## src/hdl/bsem_pkg.sv

```systemverilog
`default_nettype none

package bsem_pkg;

    localparam int QUEUE_DEPTH  = 16;
    localparam int TASK_ID_BITS = 8;
    localparam int PTR_W        = (QUEUE_DEPTH > 1) ? $clog2(QUEUE_DEPTH) : 1;
    localparam int CNT_W        = $clog2(QUEUE_DEPTH + 1);

    typedef logic [TASK_ID_BITS-1:0] t_task;
    typedef logic [PTR_W-1:0]        t_ptr;
    typedef logic [CNT_W-1:0]        t_cnt;

    typedef enum logic [2:0] {
        ST_ACQUIRED  = 3'd0,
        ST_BLOCKED   = 3'd1,
        ST_FULL      = 3'd2,
        ST_FREED     = 3'd3,
        ST_HANDOVER  = 3'd4,
        ST_NOT_OWNER = 3'd5
    } t_status;

    typedef enum logic {
        OP_DOWN = 1'b0,
        OP_UP   = 1'b1
    } t_op;

    typedef struct packed {
        t_op   kind;
        t_task task_id;
    } t_in;

    typedef struct packed {
        t_status status;
        t_task   woken_task;
        logic    owner_valid;
        t_task   owner_id;
        t_cnt    waiting_count;
    } t_out;

endpackage

`default_nettype wire

```

## src/hdl/binary_semaphore_with_wait_queue.sv

```systemverilog
// Binary semaphore with an owner register and a FIFO of up to QUEUE_DEPTH waiting task ids.
// Each request is accepted, then committed: the accept cycle reads the head slot of the wait
// memory (synchronous read); the commit in S_EXEC decides, updates the owner, pointers and
// count, writes the tail slot and loads the result register. That commit waits while the
// result register holds a beat the consumer has not taken; a new request is taken only once
// the previous one has committed. A config write (only while idle) reloads the free bit and
// empties owner and queue; it is taken whenever no request is in flight.
`default_nettype none

module binary_semaphore_with_wait_queue
    import bsem_pkg::*;
(
    input  wire logic i_clk,
    input  wire logic i_rst_n,
    input  wire logic i_in_valid,
    output logic      o_in_stall,
    input  wire t_in  i_in_data,
    output logic      o_out_valid,
    input  wire logic i_out_stall,
    output t_out      o_out_data,
    input  wire logic i_cfg_valid,
    output logic      o_cfg_ready,
    input  wire logic i_cfg_data
);

    typedef enum logic [1:0] {
        S_IDLE = 2'b01,
        S_EXEC = 2'b10
    } t_state;

    t_state r_state, n_state;
    t_in    r_item;
    logic   r_free, n_free;
    logic   r_has_owner, n_has_owner;
    t_task  r_owner, n_owner;
    t_ptr   r_head, n_head;
    t_ptr   r_tail, n_tail;
    t_cnt   r_count, n_count;
    logic   r_out_valid, n_out_valid;
    t_out   r_out, n_out;

    t_task  r_mem [QUEUE_DEPTH];
    t_task  r_rd_data;
    logic   w_mem_we;
    logic   w_accept;
    logic   w_commit;
    logic   w_cfg;

    function automatic t_ptr ptr_inc(input t_ptr p);
        if (p == t_ptr'(QUEUE_DEPTH - 1)) begin
            return '0;
        end
        return p + t_ptr'(1);
    endfunction

    assign o_in_stall  = (r_state != S_IDLE);
    assign o_cfg_ready = (r_state == S_IDLE);
    assign o_out_valid = r_out_valid;
    assign o_out_data  = r_out;

    assign w_accept = i_in_valid && (r_state == S_IDLE);
    assign w_cfg    = i_cfg_valid && (r_state == S_IDLE);
    assign w_commit = (r_state == S_EXEC) && (!r_out_valid || !i_out_stall);

    always_comb begin
        n_state     = r_state;
        n_free      = r_free;
        n_has_owner = r_has_owner;
        n_owner     = r_owner;
        n_head      = r_head;
        n_tail      = r_tail;
        n_count     = r_count;
        n_out       = r_out;
        n_out_valid = r_out_valid && i_out_stall;
        w_mem_we    = 1'b0;

        unique case (r_state)
            S_IDLE: begin
                if (w_cfg) begin
                    n_free      = i_cfg_data;
                    n_has_owner = 1'b0;
                    n_owner     = '0;
                    n_head      = '0;
                    n_tail      = '0;
                    n_count     = '0;
                end
                if (w_accept) begin
                    n_state = S_EXEC;
                end
            end
            S_EXEC: begin
                if (w_commit) begin
                    n_state          = S_IDLE;
                    n_out_valid      = 1'b1;
                    n_out.woken_task = '0;
                    if (r_item.kind == OP_DOWN) begin
                        priority if (r_free) begin
                            n_free       = 1'b0;
                            n_has_owner  = 1'b1;
                            n_owner      = r_item.task_id;
                            n_out.status = ST_ACQUIRED;
                        end else if (r_count == t_cnt'(QUEUE_DEPTH)) begin
                            n_out.status = ST_FULL;
                        end else begin
                            w_mem_we     = 1'b1;
                            n_tail       = ptr_inc(r_tail);
                            n_count      = r_count + t_cnt'(1);
                            n_out.status = ST_BLOCKED;
                        end
                    end else begin
                        priority if (r_has_owner && (r_owner != r_item.task_id)) begin
                            n_out.status = ST_NOT_OWNER;
                        end else if (r_count == '0) begin
                            n_free       = 1'b1;
                            n_has_owner  = 1'b0;
                            n_owner      = '0;
                            n_out.status = ST_FREED;
                        end else begin
                            // head slot was read during the accept cycle
                            n_head           = ptr_inc(r_head);
                            n_count          = r_count - t_cnt'(1);
                            n_free           = 1'b0;
                            n_has_owner      = 1'b1;
                            n_owner          = r_rd_data;
                            n_out.woken_task = r_rd_data;
                            n_out.status     = ST_HANDOVER;
                        end
                    end
                    n_out.owner_valid   = n_has_owner;
                    n_out.owner_id      = n_has_owner ? n_owner : '0;
                    n_out.waiting_count = n_count;
                end
            end
            default: begin
                n_state = S_IDLE;
            end
        endcase
    end

    always_ff @(posedge i_clk) begin
        if (!i_rst_n) begin
            r_state     <= S_IDLE;
            r_free      <= 1'b1;
            r_has_owner <= 1'b0;
            r_owner     <= '0;
            r_head      <= '0;
            r_tail      <= '0;
            r_count     <= '0;
            r_out_valid <= 1'b0;
        end else begin
            r_state     <= n_state;
            r_free      <= n_free;
            r_has_owner <= n_has_owner;
            r_owner     <= n_owner;
            r_head      <= n_head;
            r_tail      <= n_tail;
            r_count     <= n_count;
            r_out_valid <= n_out_valid;
        end
    end

    always_ff @(posedge i_clk) begin
        r_out <= n_out;
        if (w_accept) begin
            r_item <= i_in_data;
        end
    end

    // wait queue storage, one write and one read port
    always_ff @(posedge i_clk) begin
        if (w_mem_we) begin
            r_mem[r_tail] <= r_item.task_id;
        end
        r_rd_data <= r_mem[r_head];
    end

endmodule

`default_nettype wire

```

## config.mk

```make
export PLATFORM = sky130hd
export DESIGN_NAME = binary_semaphore_with_wait_queue
export DESIGN_NICKNAME = d
export VERILOG_FILES = /design/src/hdl/bsem_pkg.sv /design/src/hdl/binary_semaphore_with_wait_queue.sv
export SDC_FILE = /design/constraint.sdc
export NUM_CORES = 1
export LEC_CHECK = 0
export ABC_CLOCK_PERIOD_IN_PS = 3100
export BUFFER_PORTS_ARGS = -buffer_cell sky130_fd_sc_hd__buf_2
export CAP_MARGIN = 25
export CORE_AREA = 2 2 187 189
export DETAILED_ROUTE_END_ITERATION = 7
export DIE_AREA = 0 0 189 191
export PLACE_DENSITY_LB_ADDON = 0.2
export SLEW_MARGIN = 20
export SYNTH_ARGS = -nofsm -noshare
export SYNTH_HDL_FRONTEND = slang
export SYNTH_SLANG_ARGS = --single-unit
export TNS_END_PERCENT = 30
```

## constraint.sdc

```tcl
create_clock -name i_clk -period 3.1 [get_ports i_clk]
set_input_delay 0.155 -clock i_clk [delete_from_list [all_inputs] [get_ports i_clk]]
set_output_delay 0.155 -clock i_clk [all_outputs]
set_load 0.005 [all_outputs]
```

**Yosys cells after proc, flatten, opt, wreduce, memory -nomap -nowiden**

Memories as Yosys holds them, arrays and structs flattened. A register that Yosys moved wholly into a read port is not among the register bits.
Index checks and enable logic that the tools add are counted.

- Add/sub/neg operators: 4
- Equal/unequal tests: 17
- Multiplexer cells: 74
- Bitwise gates (word level): 1
- Reductions and logical operators: 17

Operators with widths:

| operator | count |
|---|---|
| two-way mux 4 bit | 13 |
| two-way mux 8 bit | 6 |
| two-way mux 5 bit | 7 |
| two-way mux 1 bit | 34 |
| one-hot mux 4 bit (2 select lines) | 2 |
| one-hot mux 8 bit (2 select lines) | 1 |
| != test 2 bit (second input constant) | 7 |
| AND reduction 6 bit | 2 |
| one-hot mux 5 bit (2 select lines) | 1 |
| two-way mux 3 bit | 3 |
| adder 4 x 1 -> 4 bit (second input constant) | 2 |
| equality test 4 bit (second input constant) | 2 |
| two-way mux 2 bit | 4 |
| != test 8 bit | 1 |
| != test 2 x 1 -> 1 bit (second input constant) | 3 |
| adder 5 x 1 -> 5 bit (second input constant) | 1 |
| equality test 5 bit (second input constant) | 1 |
| logical AND 1 bit | 5 |
| zero test 5 bit | 1 |
| subtractor 5 x 1 -> 5 bit (second input constant) | 1 |
| one-hot mux 1 bit (2 select lines) | 2 |
| one-hot mux 2 bit (2 select lines) | 1 |
| AND reduction 2 bit | 2 |
| AND reduction 4 bit | 1 |
| 9 further kinds | 10 |

- Bits in registers: 60
- RAM bits: 128
- Output and inout bits: 28
- Word-level logic and storage cells: 129
- Memories: 1

Memory list:

| name | depth | bits a word | read ports | clocked after memory_dff | wr ports | line | text |
|---|---|---|---|---|---|---|---|
| r_mem | 16 | 8 | 1 | 1 | 1 | binary_semaphore_with_wait_queue.sv:42 | `t_task r_mem [QUEUE_DEPTH];` |

**Longest topological paths before layout**

- Depth in word-level cells: 13
- Mapped depth: 7
- Mapped depth without buffers: 7

**Least setup slack after synthesis**

OpenSTA, ideal clock, no wires.

- Path type: reg2reg
- Start: register r_item[8] in the netlist's numbering
- End: memory r_mem[0][0] in the netlist's numbering, enable pin
- Setup time: 0.383 ns
- Arrival time: 2.034 ns
- Setup slack: 0.683 ns
- Stages on the path, launching flop included: 7
- Cells stage by stage: edfxtp_1 > or2_2 > clkbuf_1 > a21o_1 > nor2_1 > nand2_1 > nor3_1

- Word-level cells in the longest chain between the ends: 5

RTL lines:

| item | line | text |
|---|---|---|
| from (decl) | binary_semaphore_with_wait_queue.sv:32 | `t_in r_item;` |
| from (signal assigned) | binary_semaphore_with_wait_queue.sv:165 | `r_item <= i_in_data;` |
| two-way mux 1 bit | binary_semaphore_with_wait_queue.sv:96 | `if (r_item.kind == OP_DOWN) begin` |
| two-way mux 1 bit | binary_semaphore_with_wait_queue.sv:92 | `if (w_commit) begin` |
| two-way mux 1 bit | binary_semaphore_with_wait_queue.sv:77 | `unique case (r_state)` |
| two-way mux 1 bit | binary_semaphore_with_wait_queue.sv:171 | `if (w_mem_we) begin` |
| two-way mux 1 bit (implied by the code) | binary_semaphore_with_wait_queue.sv:172 | `r_mem[r_tail] <= r_item.task_id;` |
| to (decl) | binary_semaphore_with_wait_queue.sv:42 |  |

Every way passes these cells.

**Final worst setup path**

- Start: register r_count[0]
- End: memory r_mem[1][7] in the netlist's numbering, enable pin

- Word-level cells in the longest chain between the ends: 8

RTL lines:

| item | line | text |
|---|---|---|
| from (decl) | binary_semaphore_with_wait_queue.sv:38 | `t_cnt r_count, n_count;` |
| from (signal assigned) | binary_semaphore_with_wait_queue.sv:157 | `r_count <= n_count;` |
| equality test 5 bit | binary_semaphore_with_wait_queue.sv:102 | `end else if (r_count == t_cnt'(QUEUE_DEPTH)) begin` |
| two-way mux 1 bit | binary_semaphore_with_wait_queue.sv:102 |  |
| two-way mux 1 bit | binary_semaphore_with_wait_queue.sv:97 | `priority if (r_free) begin` |
| two-way mux 1 bit | binary_semaphore_with_wait_queue.sv:96 |  |
| two-way mux 1 bit | binary_semaphore_with_wait_queue.sv:92 |  |
| two-way mux 1 bit | binary_semaphore_with_wait_queue.sv:77 |  |
| two-way mux 1 bit | binary_semaphore_with_wait_queue.sv:171 |  |
| two-way mux 1 bit (implied by the code) | binary_semaphore_with_wait_queue.sv:172 |  |

Every way passes these cells.

==> results.md <==
- Layout Nets: 655
- Tmin final: 2.57 ns
- Number of synthesized flops with an enable pin: 162
- Req. time, crit path: 3.24 ns
- Net Sw Power: 1.26 mW
- Pin count of the biggest net entering global routing: 37
- Routability congestion estimate: 0.847
- Initial Util: 24.6%
- Gate power share: 5.5%
- Post-synthesis sequential area ratio: 66.0%
- Via Count: 5147
- Ratio of cells with drive above 1 in the final layout: 25.5%
- Power per cell area: 539 nW/um^2
- P_int: 4.14 mW
- CP Class: reg -> reg
- N_diodes: 0
- Sw frac: 23.3%
- Root buffer cell: clkbuf_16
- Nature of the critical path endpoint: flip-flop
- Remaining antenna violation count: 0
- Rel. slew slack: 48.1%
- Hold WC Path Type: in -> reg
- Antenna violations before repair: 0
- TritonCTS buffer count: 17
- Multi-input gate area: 2640 um^2
- Area fraction of the dominant cell type after synthesis: 57.9%
- GRT Total Usage: 12.4%
- Fin. Hold Viols: 0
- Total die area: 36100 um^2
- DR WL met2: 10.0 mm
- TritonCTS clock tree: done
- Max Slew Vio Count: 0
- Row Count: 68
- Top FF cell, synth: edfxtp_1
- Metal3 WL: 755 um
- Setup tns final: 0 ns
- Mapped Area: 8400 um^2
- CTS clock-pin slew for the worst setup and hold paths: 0.08 ns
- Postcts setup bufs: 0
- Die Wd: 189 um
- Hold_ws: 0.0395 ns
- Max VDD drop: 0.313 mV
- Clk buf depth: 2
- CP startpoint kind: flip-flop
- PortBufs: 42
- DR top layer: met4
- Worst hold start: i_cfg_data
- Total Wirelength: 21.6 mm
- Max Cap Violations: 0
- DR iter-0 viols: 527
- Number of synthesized register bits: 196
- Per-cell routed wire length: 19.6 um
- Clock sinks: 196
- Fillers: 3422
- Leakage: 3.26 nW
- Worst Setup SP: r_count[0]
- Placed cell count: 1060
- Asr flop ratio synth: 0%
- Sequential Power Share: 53.4%
- Status: completed
- Most frequent cell after synthesis: edfxtp_1
- Synth cell types: 56
- Cells after Synth: 558
- Post-Layout Cell Count: 1101
- Vias in the first global route: 5234
- Total grt overflow: 0
- DR pass1 iterations: 5
- Yosys Warn Count: 0
- Fmax: 389 MHz
- Reg area: 5550 um^2
- Wire length of the first global-routing pass: 33.2 mm
- Worst Path Max Fanout: 8
- # H-tree levels: 4
- Top post-synthesis cells by area: edfxtp_1 (58%), mux4_2 (11%), dfxtp_1 (8.1%)
- Synthesized area per cell: 15.1 um^2
- Core area: 34100 um^2
- Period utilization: 82.9%
- Number of remaining DRC errors: 0
- Met1 wire length: 10.6 mm
- Setup violations, final: 0
- Commonest cells in the netlist: edfxtp_1 (162), nor2_1 (42), mux4_2 (40)
- Synth-to-layout area growth: 19.3%
- Crit path DAT: 2.71 ns
- Die Height: 191 um
- Syn Nets: 580
- Leading area contributor after synthesis: edfxtp_1
- Number of vias per cell: 4.67
- Num ports: 43
- Fin Clk Skew: 0.00992 ns
- Total power draw: 5.40 mW
- RR Startpoint: r_count[0]
- Dpl hpwl: 15.1 mm
- Worst-skew pair later-pin latency: 0.43 ns
- Clock power frac: 41.0%
- RSZ-0062 raised after global routing: false
- Least-Margin Pin Slew: 0.776 ns
registers in the layout (all words and copies together), names as in the netlist, 2 cells and up:
register    count
r_state         2
r_tail          4
r_item          9
r_head          4
r_owner         8
r_rd_data       8
r_count         5
r_mem         128
o_out_data     25
cell type report:
type	count	share of cell area, %
clock buffer	20	4.46
clock inverter	12	1.42
inverter	15	0.562
multi-input combinational	312	26.3
sequential	196	55.3
tap	455	5.68
timing repair buffer	91	6.24
timing repair:
action / 4_1_cts / 5_1_grt
hold endpoints to repair: 9 / 0
resized for setup: 0 / 0
hold buffers: 9 / 0
power groups by stage:
| stage | registers, mW | logic [mW] | clock network [mW] |
|---|---|---|---|
| global route | 2.89 | 0.334 | 2.39 |
| floorplan | 2.96 | 0.158 | 0 |
| global placement | 2.94 | 0.292 | 0 |
| finish | 2.89 | 0.298 | 2.22 |
| CTS | 2.88 | 0.304 | 2.27 |
| detailed placement | 2.95 | 0.295 | 0 |
cells by family (layout without fill, tap and decap cells):
logic type,after synthesis,count (layout),synth area share (%)
XOR/XNOR,10,10,1.04
AO/OA/AOI/OAI,96,96,8.22
flip-flops,196,196,66.0
buffers and inverters,50,138,2.65
multiplexers,44,44,11.2
adder cells (fa/ha/maj),7,7,1.04
AND/OR/NAND/NOR,155,155,9.86
critical path, stage by stage, from the launching register on:
cell and delay [ns]:
dfxtp_1 0.45, inv_1 0.09, ha_1 0.25, nor3b_2 0.19, a21o_1 0.23, nor2_1 0.35, nand2_1 0.24, nor3_1 0.25
buf_4 0.23
per-stage QoR:
step	setup WS [ns]	instance area, um^2	utilization (%)
CTS	0.586	10000	29.4
global placement	0.686	9340	27.4
detailed placement	0.597	9340	27.4
global route	0.388	10000	29.4
finish	0.530	10000	29.4
floorplan	0.683	8400	-
cells in the final DEF (no fill, tap or decap), drive strengths merged, types with 11 or more instances in the layout:
| cell type | count |
|---|---|
| edfxtp | 162 |
| buf | 82 |
| nor2 | 42 |
| mux4 | 40 |
| dfxtp | 34 |
| nand2 | 20 |
| o21ai | 20 |
| clkbuf | 20 |
| inv | 20 |
| and3 | 17 |
| a21oi | 17 |
| nor3 | 16 |
| nand2b | 11 |
per-layer routing:
metal,vias up,track usage [%]
met5,-,0
met3,16,1.69
met4,0,3.73
met2,131,19.3
li1,2354,-
met1,2646,17.9
path summary, 6_finish.rpt:
path              cells past startpoint  slack (ns)     endpoint
setup / recovery                      8        0.53  r_mem[1][7]
hold / removal                        3        0.04       r_free
setup reg to reg                      8        0.53  r_mem[1][7]
hold reg to reg                       2        0.52    r_head[1]
(Power assumes the default switching activity.)
